<file path="config.mk">
export PLATFORM = sky130hd
export DESIGN_NAME = addressed_packet_pressure_controller
export DESIGN_NICKNAME = d
export VERILOG_FILES = /design/src/rtl/appc_pkg.sv /design/src/rtl/appc_ctrl.sv /design/src/rtl/appc_out.sv /design/src/rtl/addressed_packet_pressure_controller.sv
export SDC_FILE = /design/constraint.sdc
export NUM_CORES = 1
export LEC_CHECK = 0
export BUFFER_PORTS_ARGS = -buffer_cell sky130_fd_sc_hd__buf_2
export CAP_MARGIN = 15
export CORE_MARGIN = 2
export CORE_UTILIZATION = 40
export CTS_BUF_LIST = sky130_fd_sc_hd__clkbuf_16
export DETAILED_ROUTE_END_ITERATION = 6
export SYNTH_ARGS = -nofsm -noshare
export SYNTH_HDL_FRONTEND = slang
export SYNTH_HIERARCHICAL = 1
export SYNTH_SLANG_ARGS = --single-unit
</file>
<file path="constraint.sdc">
create_clock -name clk -period 21.3 [get_ports clk]
set_input_delay 4.26 -clock clk [delete_from_list [all_inputs] [get_ports clk]]
set_output_delay 4.26 -clock clk [all_outputs]
set_load 0.005 [all_outputs]
</file>
<file path="src/rtl/appc_pkg.sv">
// Package for the addressed packet pressure controller.
// Holds sizes, codes and the job record passed from the control logic to the output stage.
// No dependencies.
package appc_pkg;

  localparam int CHANNELS      = 4;
  localparam int CAPTURE_BYTES = 2 * CHANNELS;
  localparam int REPLY_BYTES   = 2 + 2 * CHANNELS;
  localparam int CNT_W         = (CAPTURE_BYTES > 1) ? $clog2(CAPTURE_BYTES) : 1;
  localparam int REM_W         = $clog2(REPLY_BYTES);
  localparam int CH_IDX_W      = (CHANNELS > 1) ? $clog2(CHANNELS) : 1;
  localparam int CMD_LIMIT     = 400;

  localparam logic [1:0] KIND_BYTE    = 2'd0;
  localparam logic [1:0] KIND_TIMEOUT = 2'd1;
  localparam logic [1:0] KIND_SAMPLE  = 2'd2;

  localparam logic OUT_VALVE = 1'b0;
  localparam logic OUT_REPLY = 1'b1;

  localparam logic CFG_ADDRESS = 1'b0;
  localparam logic CFG_GAIN    = 1'b1;

  typedef struct packed {
    logic                               valid;
    logic                               is_reply;
    logic [1:0]                         valve_channel;
    logic signed [9:0]                  valve_command;
    logic [REPLY_BYTES-1:0][7:0]        reply;
  } job_t;

endpackage

</file>
<file path="src/rtl/appc_ctrl.sv">
// Packet framing, setpoint and pressure storage and the valve command computation.
// Depends on appc_pkg. Builds a job for each processed pressure sample and each completed capture.
module appc_ctrl (
  input  logic                clk,
  input  logic                rst,
  input  logic                pend_valid,
  input  logic                advance,
  input  logic [1:0]          kind,
  input  logic [7:0]          rx_byte,
  input  logic [1:0]          sample_channel,
  input  logic [9:0]          sample_value,
  input  logic [15:0]         device_address,
  input  logic [8:0]          gain,
  output appc_pkg::job_t      job
);

  logic [7:0]                          prior_byte;
  logic                                capturing;
  logic [appc_pkg::CNT_W-1:0]          capture_count;
  logic [7:0]                          capture_buffer [appc_pkg::CAPTURE_BYTES];
  logic [15:0]                         setpoint_store [appc_pkg::CHANNELS];
  logic [9:0]                          pressure_store [appc_pkg::CHANNELS];

  logic [appc_pkg::CH_IDX_W-1:0]       ch_sel;
  logic                                ch_ok;
  logic                                cap_done;
  logic                                addr_hit;
  logic [7:0]                          cap_full [appc_pkg::CAPTURE_BYTES];
  logic signed [16:0]                  diff;
  logic signed [26:0]                  prod;
  logic signed [9:0]                   cmd;

  assign ch_sel   = appc_pkg::CH_IDX_W'(sample_channel);
  assign ch_ok    = 32'(sample_channel) < appc_pkg::CHANNELS;
  assign cap_done = capturing &&
                    (capture_count == appc_pkg::CNT_W'(appc_pkg::CAPTURE_BYTES - 1));
  assign addr_hit = !capturing && ({prior_byte, rx_byte} == device_address);

  always_comb begin
    for (int j = 0; j < appc_pkg::CAPTURE_BYTES; j++) begin
      cap_full[j] = (j == appc_pkg::CAPTURE_BYTES - 1) ? rx_byte : capture_buffer[j];
    end
  end

  assign diff = $signed({1'b0, setpoint_store[ch_sel]}) - $signed({7'b0, sample_value});
  assign prod = $signed({1'b0, gain}) * diff;

  always_comb begin
    if (prod > 27'sd400) begin
      cmd = 10'sd400;
    end else if (prod < -27'sd400) begin
      cmd = -10'sd400;
    end else begin
      cmd = prod[9:0];
    end
  end

  always_comb begin
    job               = '0;
    job.valve_channel = sample_channel;
    job.valve_command = cmd;
    job.reply[0]      = device_address[15:8];
    job.reply[1]      = device_address[7:0];
    for (int i = 0; i < appc_pkg::CHANNELS; i++) begin
      job.reply[2 + 2 * i] = {6'b0, pressure_store[i][9:8]};
      job.reply[3 + 2 * i] = pressure_store[i][7:0];
    end
    case (kind)
      appc_pkg::KIND_BYTE: begin
        job.valid    = pend_valid && cap_done;
        job.is_reply = 1'b1;
      end
      appc_pkg::KIND_SAMPLE: begin
        job.valid    = pend_valid && ch_ok;
        job.is_reply = 1'b0;
      end
      default: begin
        job.valid    = 1'b0;
        job.is_reply = 1'b0;
      end
    endcase
  end

  always_ff @(posedge clk) begin
    if (rst) begin
      prior_byte    <= '0;
      capturing     <= 1'b0;
      capture_count <= '0;
      for (int i = 0; i < appc_pkg::CHANNELS; i++) begin
        setpoint_store[i] <= '0;
        pressure_store[i] <= '0;
      end
    end else if (advance) begin
      case (kind)
        appc_pkg::KIND_BYTE: begin
          if (capturing) begin
            capture_buffer[capture_count] <= rx_byte;
            if (cap_done) begin
              for (int i = 0; i < appc_pkg::CHANNELS; i++) begin
                setpoint_store[i] <= {cap_full[2 * i], cap_full[2 * i + 1]};
              end
              capturing     <= 1'b0;
              capture_count <= '0;
              prior_byte    <= '0;
            end else begin
              capture_count <= capture_count + 1'b1;
            end
          end else if (addr_hit) begin
            capturing     <= 1'b1;
            capture_count <= '0;
            prior_byte    <= '0;
          end else begin
            prior_byte <= rx_byte;
          end
        end
        appc_pkg::KIND_TIMEOUT: begin
          capturing     <= 1'b0;
          capture_count <= '0;
          prior_byte    <= '0;
        end
        appc_pkg::KIND_SAMPLE: begin
          if (ch_ok) begin
            pressure_store[ch_sel] <= sample_value;
          end
        end
        default: begin
        end
      endcase
    end
  end

endmodule

</file>
<file path="src/rtl/appc_out.sv">
// Output register and reply serializer.
// Depends on appc_pkg. Takes a job and presents its result transactions one at a time.
module appc_out (
  input  logic                clk,
  input  logic                rst,
  input  appc_pkg::job_t      job,
  output logic                free,
  output logic                m_axis_tvalid,
  input  logic                m_axis_tready,
  output logic [23:0]         m_axis_tdata,   // valve_channel, valve_command, tx_byte, pad
  output logic                m_axis_tuser,   // out_kind
  output logic                m_axis_tlast
);

  logic                                        out_valid;
  logic                                        out_kind;
  logic [1:0]                                  valve_channel;
  logic signed [9:0]                           valve_command;
  logic [7:0]                                  tx_byte;
  logic                                        last;
  logic [appc_pkg::REM_W-1:0]                  remaining;
  logic [appc_pkg::REPLY_BYTES-1:0][7:0]       pending;
  logic                                        load;
  logic                                        taken;

  assign taken = out_valid && m_axis_tready;
  assign free  = !out_valid || (m_axis_tready && (remaining == '0));
  assign load  = free && job.valid;

  always_ff @(posedge clk) begin
    if (rst) begin
      out_valid <= 1'b0;
      remaining <= '0;
    end else if (load) begin
      out_valid <= 1'b1;
      remaining <= job.is_reply ? appc_pkg::REM_W'(appc_pkg::REPLY_BYTES - 1) : '0;
    end else if (taken) begin
      if (remaining != '0) begin
        remaining <= remaining - 1'b1;
      end else begin
        out_valid <= 1'b0;
      end
    end
  end

  always_ff @(posedge clk) begin
    if (load) begin
      out_kind <= job.is_reply ? appc_pkg::OUT_REPLY : appc_pkg::OUT_VALVE;
      pending  <= job.reply >> 8;
      if (job.is_reply) begin
        valve_channel <= '0;
        valve_command <= '0;
        tx_byte       <= job.reply[0];
        last          <= 1'b0;
      end else begin
        valve_channel <= job.valve_channel;
        valve_command <= job.valve_command;
        tx_byte       <= '0;
        last          <= 1'b1;
      end
    end else if (taken && (remaining != '0)) begin
      tx_byte <= pending[0];
      pending <= pending >> 8;
      last    <= (remaining == appc_pkg::REM_W'(1));
    end
  end

  assign m_axis_tvalid = out_valid;
  assign m_axis_tdata  = {4'b0, tx_byte, valve_command, valve_channel};
  assign m_axis_tuser  = out_kind;
  assign m_axis_tlast  = last;

endmodule

</file>
<file path="src/rtl/addressed_packet_pressure_controller.sv">
// Top level of the addressed packet pressure controller.
// Depends on appc_pkg, appc_ctrl and appc_out; holds the input register and configuration.
//
// Each input transaction is taken into an input register and processed there, where serial
// bytes advance the address window or capture, and pressure samples update the store and
// yield one valve command. A completed capture yields a reply of 2 + 2*CHANNELS bytes (ten
// at four channels), one result transaction per ready cycle from the output register. With
// the output side ready, one input transaction is accepted every cycle; a reply holds off
// input that produces results for its length, set by the output serializer. The valve
// command is gain times (setpoint minus sample), clamped to plus or minus 400. Configuration
// writes take effect at the next clock edge and should only be made while the block is idle.
module addressed_packet_pressure_controller (
  input  logic         clk,
  input  logic         rst,
  input  logic         cfg_we,
  input  logic         cfg_index,
  input  logic [15:0]  cfg_data,
  input  logic         s_axis_tvalid,
  output logic         s_axis_tready,
  input  logic [23:0]  s_axis_tdata,   // rx_byte, sample_channel, sample_value, pad
  input  logic [1:0]   s_axis_tuser,   // kind
  output logic         m_axis_tvalid,
  input  logic         m_axis_tready,
  output logic [23:0]  m_axis_tdata,   // valve_channel, valve_command, tx_byte, pad
  output logic         m_axis_tuser,   // out_kind
  output logic         m_axis_tlast
);

  logic [15:0]     device_address;
  logic [8:0]      gain;
  logic            pend_valid;
  logic [1:0]      kind;
  logic [7:0]      rx_byte;
  logic [1:0]      sample_channel;
  logic [9:0]      sample_value;
  logic            advance;
  logic            out_free;
  appc_pkg::job_t  job;

  always_ff @(posedge clk) begin
    if (rst) begin
      device_address <= 16'hFFFF;
      gain           <= 9'd8;
    end else if (cfg_we) begin
      unique case (cfg_index)
        appc_pkg::CFG_ADDRESS: device_address <= cfg_data;
        appc_pkg::CFG_GAIN:    gain           <= cfg_data[8:0];
        default: begin
        end
      endcase
    end
  end

  assign advance       = pend_valid && (!job.valid || out_free);
  assign s_axis_tready = !pend_valid || advance;

  always_ff @(posedge clk) begin
    if (rst) begin
      pend_valid <= 1'b0;
    end else if (s_axis_tready) begin
      pend_valid <= s_axis_tvalid;
    end
  end

  always_ff @(posedge clk) begin
    if (s_axis_tvalid && s_axis_tready) begin
      kind           <= s_axis_tuser;
      rx_byte        <= s_axis_tdata[7:0];
      sample_channel <= s_axis_tdata[9:8];
      sample_value   <= s_axis_tdata[19:10];
    end
  end

  appc_ctrl u_ctrl (
    .clk            (clk),
    .rst            (rst),
    .pend_valid     (pend_valid),
    .advance        (advance),
    .kind           (kind),
    .rx_byte        (rx_byte),
    .sample_channel (sample_channel),
    .sample_value   (sample_value),
    .device_address (device_address),
    .gain           (gain),
    .job            (job)
  );

  appc_out u_out (
    .clk           (clk),
    .rst           (rst),
    .job           (job),
    .free          (out_free),
    .m_axis_tvalid (m_axis_tvalid),
    .m_axis_tready (m_axis_tready),
    .m_axis_tdata  (m_axis_tdata),
    .m_axis_tuser  (m_axis_tuser),
    .m_axis_tlast  (m_axis_tlast)
  );

endmodule
</file>
==> results.toml, run 1 <==
[worst_hold_path]
min_path_type = "flip-flop to flip-flop"
holdPathStages = 2
worst_hold_startpoint = "u_ctrl/pressure_store[2][3]"
min_to = "u_out/pending[51]"

[sta]
fmax_ghz = 0.0980
period_share_pct = 47.9
worstMarginPinSlew_ns = 1.12
slew_viol_final = 0
fin_setup_tns_ns = 0
rsz0062_at_grt = "false"
relSlewSlack_pct = 25.2
setup_viol = 0
fin_worst_skew_ns = 0.0315
min_period_ns = 10.20
hold_viol = 0

[logic_synthesis]
muxShareOfSynthArea_pct = 3.04
synth_top_family_by_area = "simple AND/OR/NAND/NOR gates"
synthAdderAreaFrac_pct = 17.7
synth_compound_gate_area_share_pct = 6.06
ys_ff_latch = 319
yosys_warnings = 6
synth-async-reset-ratio_pct = 0
synth_edf_count = 276
ys_top_cells_by_area = "edfxtp_1, fa_1, nand2_1"
ys.flop_type = "edfxtp_1"
synthXorXnorAreaFrac_pct = 2.14
syn_avg_cell_area_um2 = 10.9
synth_top_cell_area_share_pct = 41.5
synth-simple-area-share_pct = 17.8
synth_seq_area_share_pct = 45.8
syn_area_mm2 = 0.0200
synthCells = 1830
synth.distinct_cells = 84
synth_top_cell_by_area = "edfxtp_1"

[finish]
num-fill-cells = 4623
design_area_mm2 = 0.0217
drive_above_1_share_pct = 9.24
area_delta_synth_final_pct = 8.84
final_nets = 2110
n_antenna_cell = 0

[pwr]
p_leak_nw = 9.41
powerDensity_mw_per_mm2 = 89.3
peakVddDrop_v = 0.0000687

[detailed_routing]
drt_iter0_markers = 845
firstDrtPassIters = 5
wirelength_um = 41400
wl_met3_um = 2180
vias_per_cell = 5.03
highest_layer = "met4"
drc = 0
vias = 12809
route.met2.wl_um = 19400
wl_met1_um = 19200
ant_nets = 0
wl_per_cell_um = 16.2

[clock_tree]
insertion_delay_ns = 0.54
cts_resized = 0
cts.clk_slew.worst_paths_ns = 0.06
cts_max_path_buffers = 3
cts_made_buffers = 35
cts_tree = "built"
hold_buffers = 0
cts.sinks = 319
post-cts-setup-buffers = 0
cts_root_buffer = "clkbuf_16"
cts_max_level = 2

[critical_path]
worstSetupEndpointType = "flip-flop"
path_class = "flip-flop to flip-flop"
worst_setup_path_start_kind = "flip-flop"
crit_fanout = 21
cp_slowest_cell = "mux4_1"
r2r-end = "u_out/valve_command[4]"
path_delay_family = "adder cells"
path_buf_inv = 4
reg2reg_depth = 30
arrival_ns = 10.46
reg2reg_slack_ns = 11.10
rr_startpoint = "sample_channel[0]"
path_common_cell = "fa_1"
max_stage_delay_ns = 0.71
cp.required_ns = 21.56

[place]
dp_hpwl_um = 29300
port-buffer-count = 67
place_area_mm2 = 0.0206
gp_congestion = 0.875

[die]
fp-row-count = 81
io_pins = 76
core_mm2 = 0.0491
floorplan.initialDensity_pct = 40.7
die_y_um = 227
die-area_mm2 = 0.0517
fp.dieW_um = 227

[grt]
grt_pass1_vias = 13044
grt_overflow = 0
grt_max_degree = 98
antenna_found_initial = 0
grt_use_total_pct = 16.4
grt_first_pass_wirelength_um = 67300

[flow_run]
maxCapViolations = 0

[run_status]
outcome = "complete, no violations"
-- metal layers --
layer / up-vias / track usage [%]
met5: - / 0
met4: 0 / 3.27
li1: 6137 / -
met3: 40 / 2.84
met1: 6375 / 22.9
met2: 257 / 27.0
-- kinds of logic after synthesis --
group | after synthesis
simple gates | 722
fa+ha+maj | 204
compound gates | 180
other cells | 2
mux | 39
buf+inv | 316
flops | 319
xor+xnor | 48
-- layout by cell type (no fill, tap or decap), types with 20 or more instances in the layout --
cell type / count
a21oi_1: 48
and2_1: 108
and3_1: 69
buf_2: 67
clkbuf_16: 35
conb_1: 28
dfxtp_1: 43
edfxtp_1: 276
fa_1: 130
ha_1: 74
inv_1: 202
mux2i_1: 22
nand2_1: 317
nand2b_1: 20
nand3_1: 27
nor2_1: 78
nor2b_1: 33
o21ai_0: 33
xnor2_1: 39
-- worst max path at each step --
stage,startpoint,end,depth (start not counted)
floorplan,m_axis_tready,s_axis_tready,3
global placement,sample_channel[0],u_out/valve_command[4],30
detailed placement,sample_channel[0],u_out/valve_command[4],30
CTS,sample_channel[0],u_out/valve_command[4],30
global route,sample_channel[0],u_out/valve_command[4],30
finish,sample_channel[0],u_out/valve_command[4],30
-- synth_stat cells (all sizes together) (3+ instances only) --
library cell	count
or2	6
buf	73
nor3	18
xnor2	40
a31oi	8
and3	69
a21oi	48
clkbuf	45
nor4	6
nand3	27
a211o	3
nand3b	3
nor2	79
and2	108
or4	4
nand4	10
o211a	3
a21bo	9
o21ai	33
mux2i	22
fa	130
o31ai	3
a211oi	5
a21boi	8
a22oi	9
dfxtp	43
ha	74
inv	197
o211ai	6
nor2b	34
and4	3
nand2	318
a21o	17
o21a	5
nor4b	4
nand2b	20
nor3b	3
edfxtp	276
xor2	8
mux4	16
-- area by class of cell --
type                            instances  area [um^2]  share of cell area (%)
Sequential cell                       319         9150                    42.1
Clock buffer                           35          876                    4.03
Tap cell                              664          831                    3.82
Multi-Input combinational cell       1221         9450                    43.5
Inverter                              198          744                    3.43
Clock inverter                         27          223                    1.03
Timing Repair Buffer                   83          455                    2.10
-- state kept, by name (all words and copies together), names as in the netlist, 2 cells and up --
| signal | count |
|---|---|
| device_address | 16 |
| kind | 2 |
| u_ctrl/pressure_store | 40 |
| u_out/pending | 72 |
| u_out/valve_command | 10 |
| u_ctrl/capture_buffer | 56 |
| u_ctrl/capture_count | 3 |
| rx_byte | 8 |
| sample_channel | 2 |
| u_out/valve_channel | 2 |
| u_out/tx_byte | 8 |
| sample_value | 10 |
| gain | 9 |
| u_ctrl/prior_byte | 8 |
| u_out/remaining | 4 |
| u_ctrl/setpoint_store | 64 |
-- power breakdown --
part           leakage [nW]  switching [W]  total, W  internal [W]
sequential             2.93      0.0000168  0.000712      0.000695
clock                 0.559       0.000244  0.000582      0.000338
combinational          5.91       0.000396  0.000646      0.000250
-- per-stage QoR --
step / hold WS, ns / total power (W) / std cells / worst slack, ns / utilization, %
after floorplan: 0.484 / 0.00123 / 1856 / 12.40 / -
after global placement: 0.489 / 0.00136 / 2485 / 11.16 / 42.1
after detailed placement: 0.491 / 0.00137 / 2485 / 11.10 / 42.1
after CTS: 0.507 / 0.00196 / 2547 / 11.07 / 44.3
after global routing: 0.520 / 0.00208 / 2547 / 10.45 / 44.3
final: 0.505 / 0.00194 / 2547 / 11.10 / 44.3
-- worst min-delay path: stages (launching register included) --
cell and delay (ns):
edfxtp_1 0.32, nand2_1 0.05, nand2_1 0.04
No activity file was read; power rests on OpenSTA's default activity.
==> run 2, diff against run 1 <==
==> constraint.sdc (replaced) <==
create_clock -name clk -period 10.2 [get_ports clk]
set_input_delay 2.04 -clock clk [delete_from_list [all_inputs] [get_ports clk]]
set_output_delay 2.04 -clock clk [all_outputs]
set_load 0.005 [all_outputs]
==> run 2 against run 1 <==
- final area rose by 0.96%
- count of clock-buffer cells in the layout rose by 1
- clock power rose by 130%
- sequential power rose by 110%
- first-iteration DRC count fell by 0.59%
- clock skew fell by 0.0094 ns
- combinational power rose by 110%
- global-route usage fell by 0.051 points
- worst hold slack got worse by 0.0027 ns
- setup slack got worse by 10 ns
- critical path type unchanged
==> results.toml, run 2 (synthesis gave the netlist of run 1 again) <==
[run_status]
outcome = "complete, no violations"

[clock_tree]
insertion_delay_ns = 0.53
cts_tree = "built"
hold_buffers = 0
cts_root_buffer = "clkbuf_16"
cts_max_path_buffers = 3
cts_made_buffers = 35
cts_max_level = 2
cts.clk_slew.worst_paths_ns = 0.06
cts.sinks = 319

[critical_path]
cp_num_cells = 29
arrival_ns = 9.84
cp_slowest_cell = "edfxtp_1"
path_buf_inv = 3
path_common_cell = "fa_1"
path_class = "flip-flop to flip-flop"
path_delay_family = "adder cells"
cp.required_ns = 10.45
worst_setup_path_start_kind = "flip-flop"
max_stage_delay_ns = 0.67
worstSetupEndpointType = "flip-flop"
crit_fanout = 11
reg2reg_depth = 29

[grt]
grt_overflow = 0
grt_first_pass_wirelength_um = 67100
grt_pass1_vias = 12839
antenna_found_initial = 0
grt_max_degree = 78
grt_use_total_pct = 16.3

[finish]
layout_common_cells = "nand2_1, edfxtp_1, inv_1, fa_1, and2_1"
final_nets = 2122
top_register = "u_out/pending"
largest_reg_flops = 72
multi_input_area_mm2 = 0.00946
layout_commonest_cell = "nand2_1"
n_antenna_cell = 0
regArea_mm2 = 0.00915
num-fill-cells = 4586
reg_top3 = "u_out/pending (72), u_ctrl/setpoint_store (64), u_ctrl/capture_buffer (56)"
drive_above_1_share_pct = 10.0
area_delta_synth_final_pct = 9.88

[die]
core_mm2 = 0.0491
fp-row-count = 81
die_y_um = 227
fp.dieW_um = 227
io_pins = 76
floorplan.initialDensity_pct = 40.7
die-area_mm2 = 0.0517

[detailed_routing]
drc = 0
highest_layer = "met4"
wl_per_cell_um = 16.2
vias_per_cell = 5.00
firstDrtPassIters = 5
ant_nets = 0
drt_iter0_markers = 840
wl_met1_um = 19500
vias = 12801
route.met2.wl_um = 19400
wirelength_um = 41600
wl_met3_um = 1950

[sta]
rsz0062_at_grt = "false"
fmax_ghz = 0.104
slew_viol_final = 0
setup_viol = 0
period_share_pct = 94.0
fin_worst_skew_ns = 0.0221
worstMarginPinSlew_ns = 1.11
min_period_ns = 9.59
relSlewSlack_pct = 25.9
fin_setup_tns_ns = 0
hold_viol = 0

[place]
port-buffer-count = 67
dp_hpwl_um = 29800
gp_congestion = 0.853

[flow_run]
maxCapViolations = 0

[worst_hold_path]
min_path_type = "flip-flop to flip-flop"
holdPathStages = 2

[pwr]
p_leak_nw = 9.52
powerDensity_mw_per_mm2 = 190
peakVddDrop_v = 0.000163
power_w = 0.00417
-- run 2: layout make-up --
cell class	instances	share of cell area, %
multi-input cells	1221	43.1
repair buffers	95	2.49
clock inverters	28	1.40
well taps	664	3.79
clock buffers	36	4.11
flip-flops and latches	319	41.7
inverters	198	3.39
-- run 2: path summary, 6_finish.rpt --
kind | start | end | slack [ns]
worst max-delay path | sample_channel[1] | u_out/valve_command[4] | 0.61
worst min-delay path | u_out/pending[70] | u_out/pending[62] | 0.50
worst max register to register | sample_channel[1] | u_out/valve_command[4] | 0.61
worst min register to register | u_out/pending[70] | u_out/pending[62] | 0.50
-- run 2: where the power goes --
group	total (W)	switching (W)	internal [W]	leakage, nW
Sequential	0.00149	0.0000372	0.00145	2.93
Combinational	0.00136	0.000829	0.000536	5.98
Clock	0.00132	0.000523	0.000800	0.611
-- run 2: tightest hold or removal path, cell delays in order (launching register included) --
cell,delay [ns]
edfxtp_1,0.31
nand2_1,0.04
nand2_1,0.05
-- run 2: metal layers --
layer	global-route usage, %	vias up
met1	23.1	6312
met4	3.88	0
met5	0	-
met2	26.7	275
met3	2.34	50
li1	-	6164
-- run 2: what timing repair did --
item,4_1_cts,5_1_grt
resized for setup,0,1
setup endpoints to repair,0,9
setup buffers,0,4
hold endpoints to repair,0,0
-- run 2: stage by stage --
step,utilization (%),instances,instance area [um^2],setup WS [ns],hold WS [ns]
2_1_floorplan,-,1856,20100,1.35,0.484
6_report,44.7,2561,21900,0.608,0.502
3_3_place_gp,42.2,2493,20700,0.544,0.490
4_1_cts,44.6,2557,21900,0.286,0.499
3_5_place_dp,42.2,2493,20700,0.368,0.492
5_1_grt,44.7,2561,21900,0.000301,0.519
